--- config.mk ---
export PLATFORM = sky130hd
export DESIGN_NAME = snn_synapse
export DESIGN_NICKNAME = d
export VERILOG_FILES = /design/src/rtl/snn_pkg.sv /design/src/rtl/snn_synapse.sv
export SDC_FILE = /design/constraint.sdc
export NUM_CORES = 2
export LEC_CHECK = 0
export ABC_AREA = 1
export BUFFER_PORTS_ARGS = -buffer_cell sky130_fd_sc_hd__buf_2
export CAP_MARGIN = 25
export CORE_ASPECT_RATIO = 0.8
export CORE_MARGIN = 1
export CORE_UTILIZATION = 35
export CTS_CLUSTER_DIAMETER = 120
export DETAILED_ROUTE_END_ITERATION = 6
export MAX_ROUTING_LAYER = met4
export SLEW_MARGIN = 15
export SYNTH_ARGS = -nofsm -noshare
export SYNTH_HDL_FRONTEND = slang
export SYNTH_SLANG_ARGS = --single-unit
--- constraint.sdc ---
create_clock -name clk -period 2.3 [get_ports clk]
set_clock_uncertainty 0.2 [all_clocks]
set_input_delay 0.23 -clock clk [delete_from_list [all_inputs] [get_ports clk]]
set_output_delay 0.23 -clock clk [all_outputs]
set_load 0.01 [all_outputs]
--- src/rtl/snn_pkg.sv ---
// Package for the spiking neuron network step block.
// Holds sizes, register indexes, fixed-point constants, the synapse write type
// and the 32-bit saturation function. No dependencies.
package snn_pkg;

  localparam int NEURONS   = 10;
  localparam int NIDX_W    = $clog2(NEURONS);
  localparam int CNT_W     = $clog2(NEURONS + 1);
  localparam int WADDR_W   = $clog2(NEURONS * NEURONS);
  localparam int SPIKE_W   = 10;
  localparam int DATA_W    = 32;
  localparam int WGT_W     = 16;
  localparam int IDX_W     = 4;
  localparam int CFG_IDX_W = 3;
  localparam int ACC_W     = DATA_W + 8;

  localparam logic [CFG_IDX_W-1:0] REG_RECOVERY_RATE        = 3'd0;
  localparam logic [CFG_IDX_W-1:0] REG_RECOVERY_SENSITIVITY = 3'd1;
  localparam logic [CFG_IDX_W-1:0] REG_RESET_POTENTIAL      = 3'd2;
  localparam logic [CFG_IDX_W-1:0] REG_RESET_INCREMENT      = 3'd3;
  localparam logic [CFG_IDX_W-1:0] REG_SPIKE_THRESHOLD      = 3'd4;
  localparam logic [CFG_IDX_W-1:0] REG_INITIAL_POTENTIAL    = 3'd5;

  localparam logic signed [DATA_W-1:0] RST_RECOVERY_RATE        = 32'sd26214;
  localparam logic signed [DATA_W-1:0] RST_RECOVERY_SENSITIVITY = -32'sd6554;
  localparam logic signed [DATA_W-1:0] RST_RESET_POTENTIAL      = -32'sd3604480;
  localparam logic signed [DATA_W-1:0] RST_RESET_INCREMENT      = 32'sd262144;
  localparam logic signed [DATA_W-1:0] RST_SPIKE_THRESHOLD      = 32'sd1966080;
  localparam logic signed [DATA_W-1:0] RST_INITIAL_POTENTIAL    = -32'sd3932160;
  localparam logic signed [DATA_W-1:0] RST_INITIAL_RECOVERY     = 32'sd393240;

  localparam logic signed [12:0]       K_SQ    = 13'sd2621;
  localparam logic signed [19:0]       K_LIN   = 20'sd268698;
  localparam logic signed [DATA_W-1:0] K_CONST = 32'sd7077888;

  typedef struct packed {
    logic                      en;
    logic [WADDR_W-1:0]        addr;
    logic signed [WGT_W-1:0]   data;
  } syn_wr_t;

  function automatic logic signed [DATA_W-1:0] sat32(input logic signed [63:0] x);
    logic signed [DATA_W-1:0] r;
    if (x > 64'sd2147483647) begin
      r = 32'sh7fffffff;
    end else if (x < -64'sd2147483648) begin
      r = 32'sh80000000;
    end else begin
      r = x[DATA_W-1:0];
    end
    return r;
  endfunction

endpackage

--- src/rtl/snn_synapse.sv ---
// Synapse weight store: one write port and one registered read port.
// Entries never written read as zero through per-entry valid bits.
// Depends on snn_pkg.
module snn_synapse (
  input  logic                           clk,
  input  logic                           rst_n,
  input  snn_pkg::syn_wr_t               wr,
  input  logic [snn_pkg::WADDR_W-1:0]    rd_addr,
  output logic signed [snn_pkg::WGT_W-1:0] rd_data
);
  import snn_pkg::*;

  logic signed [WGT_W-1:0] mem [NEURONS*NEURONS];
  logic [NEURONS*NEURONS-1:0] valid_r;
  logic signed [WGT_W-1:0] rd_raw_r;
  logic rd_valid_r;

  always_ff @(posedge clk) begin
    if (wr.en) begin
      mem[wr.addr] <= wr.data;
    end
    rd_raw_r <= mem[rd_addr];
  end

  always_ff @(posedge clk) begin
    if (!rst_n) begin
      valid_r    <= '0;
      rd_valid_r <= 1'b0;
    end else begin
      if (wr.en) begin
        valid_r[wr.addr] <= 1'b1;
      end
      rd_valid_r <= valid_r[rd_addr];
    end
  end

  assign rd_data = rd_valid_r ? rd_raw_r : '0;

endmodule
==> impl_results.md <==
- Status: finished, violations left
- Failing checks: design-rule violations
- Clk buf depth: 3
- FF+latch area: 50400 µm²
- GRT Residual Overflow: 0
- Area leader, netlist: edfxtp_1
- FF-to-FF path depth: 11
- Synth Flop Type: edfxtp_1
- Iter 0 DRT Violations: 6125
- Worst EP required: 2610 ps
- Sequential area share after synthesis: 71.1%
- First-pass GRT wire length: 312000 µm
- Max VDD drop: 0.618 mV
- CP peak stage delay: 550 ps
- Die ar.: 204000 µm²
- Class of the worst hold path: in -> reg
- Final period util: 97.9%
- Reg2Reg Setup Slack: 90 ps
- Hold depth: 8
- Sink Count: 1717
- IO Count: 49
- Port Buffers: 48
- Gr usage total: 21.3%
- Largest net degree at the start of global routing: 101
- Max-cap violation count: 0
- TritonRoute pass-1 iters: 7
- Share of the synthesized area in the top cell type: 67.8%
- Minimum clock period: 2250 ps
- Cell count after synthesis: 6602
- Slew headroom: 46.6%
- Pwr Density: 784 nW/µm²
- Starting density of the core: 35.3%
- Vias: 49500
- WP depth: 10
- RSZ-0062 raised after global routing: false
- Hold Vio Cnt, Final: 0
- Total power: 66100 µW
- Routed WL: 214000 µm
- Vias in the first global route: 46000
- Syn Std Cell Area: 70900 µm²
- Vias per Instance: 5.07
- Die height: 405 µm
- Worst slew pin tran: 801 ps
- Syn. warnings: 0
- Core ar.: 201000 µm²
- Final #Nets: 6981
- Crit-path cells: dlygate4sd3_1, buf_2, nor3_1, inv_1, nor2_1, dlygate4sd3_1, inv_1, buf_4, nor2_1, buf_12
- Die width: 505 µm
- Fillers: 18800
- Final ANT Viol Nets: 0
- Final GP Congestion: 0.904
- CTS tree: built
- Layout area overhead: 19.0%
- Worst Path Arrival: 2560 ps
- Post-synth cell types: 25
- Clk slew on worst S/H paths: 70 ps
- Htree depth: 4
- CP top delay family: buffers and inverters
- Final setup violation count: 0
- Worst Setup Path Type: in -> reg
- Avg WL per Cell: 21.9 µm
- Crit end category: register
- Drt drc: 8
- Synth area leaders: edfxtp_1 (68%), nand2_1 (8.4%), nor2_1 (6.4%)
- Final slew viol count: 0
- Crit path buf inv count: 7
- Crit Path Max Fanout: 17
- Hold_ws: 21.9 ps
- Post-DP HPWL: 134000 µm
- FF+latch count, synth: 1717
- Share of flip-flops with an asynchronous set or reset: 0%
- Leak pwr: 0.0318 µW
- Critical path startpoint category: input port
- Multi-input logic area: 17000 µm²
- Layout cells sized above 1: 11.5%
- Worst-Skew Late Latency: 820 ps
- CTS root buf: clkbuf_16
- Syn avg cell area: 10.7 µm²
- F_max: 0.444 GHz
- Number of buffers created by CTS: 158
- Cell Rows: 147
- Total negative slack: 0 ps
- Slowest-stage cell, CP: dlygate4sd3_1
- Synth top cells by count: edfxtp_1 (1600), nand2_1 (1584), nor2_1 (1217), nand3_1 (587), inv_1 (463)
- Count leader, synth: edfxtp_1
- Synth Net Count: 6635
- EDFF count, synth: 1600
- Antenna violations before repair: 10
-- tightest hold or removal path, cell delays in order --
cell and delay, ps:
buf_2 290, nor2_1 140, nand2_1 80, nand2_1 50, inv_1 40, nand2_1 40, nand2_1 50, nand2_1 40
-- repair_timing --
item | CTS | global route
buffers inserted | 1 | 0
setup endpoints to repair | 16 | 86
hold buffers | 28 | 0
resized for setup | 4 | 7
endpoints found under the hold margin | 1669 | 0
-- routing by layer --
layer	global-route usage, %	share of wire (%)	up-vias
met5	-	0	-
met3	5.28	11	328
li1	-	-	22800
met1	29.3	43	24100
met4	7.54	3.3	0
met2	30.5	43	2243
-- per-stage QoR --
stage               utilization [%]  cells  setup WS, ps  area, µm²
finish                         42.0   9771          48.5      84400
floorplan                         -   6602         -86.0      70900
global placement               39.2   9439          -421      78800
detailed placement             39.2   9440          -408      78800
CTS                            41.9   9766          14.6      84300
global route                   42.0   9767          14.5      84300
-- where the power goes --
group	switching (µW)	total, µW	internal [µW]
logic	3450	4950	1500
registers	71.9	34300	34200
clock network	11800	26800	15000
total	15300	66100	50800
-- cell families after synthesis --
logic type,share of synthesized area (%)
flops,71.1
buf+inv,5.08
compound gates,4.42
simple gates,19.4
-- area by class of cell --
class | count | area share [%]
Clock buffer | 246 | 5.52
Tap cell | 2682 | 3.98
Antenna cell | 4 | 0.0119
Sequential cell | 1717 | 59.7
Inverter | 472 | 2.12
Timing Repair Buffer | 556 | 7.85
Multi-Input combinational cell | 4043 | 20.1
Clock inverter | 51 | 0.681
-- flip-flops by register name, indices dropped and copies added (netlist names) --
| name | count |
|---|---|
| valid_r | 100 |
| rd_raw_r | 16 |
| mem | 1600 |
| rd_valid_r | 1 |
-- final timing paths --
path          startpoint     endpoint
max               wr[17]  mem[33][10]
min           rd_addr[4]  rd_raw_r[1]
max reg2reg    mem[2][2]  rd_raw_r[2]
min reg2reg  valid_r[48]  valid_r[48]
-- cell usage in the layout (no fill, tap or decap), types with 17 or more instances in the layout --
master         netlist  final
or2_2               31     31
nor2_1            1217   1204
clkbuf_8             0     31
buf_4               27    302
o211ai_1            35     35
edfxtp_1          1600   1600
clkinv_2             0     18
clkbuf_1           137     54
nand2_1           1584   1583
nand3_1            587    587
o21ai_0            460    460
buf_12               0    194
clkinv_1             7     17
a21oi_1             72     72
o21ai_1             22     22
dlygate4sd3_1        0     28
buf_2              153     28
inv_1              463    461
clkbuf_16            0    161
dfxtp_1            117    115
(Power assumes the default switching activity.)
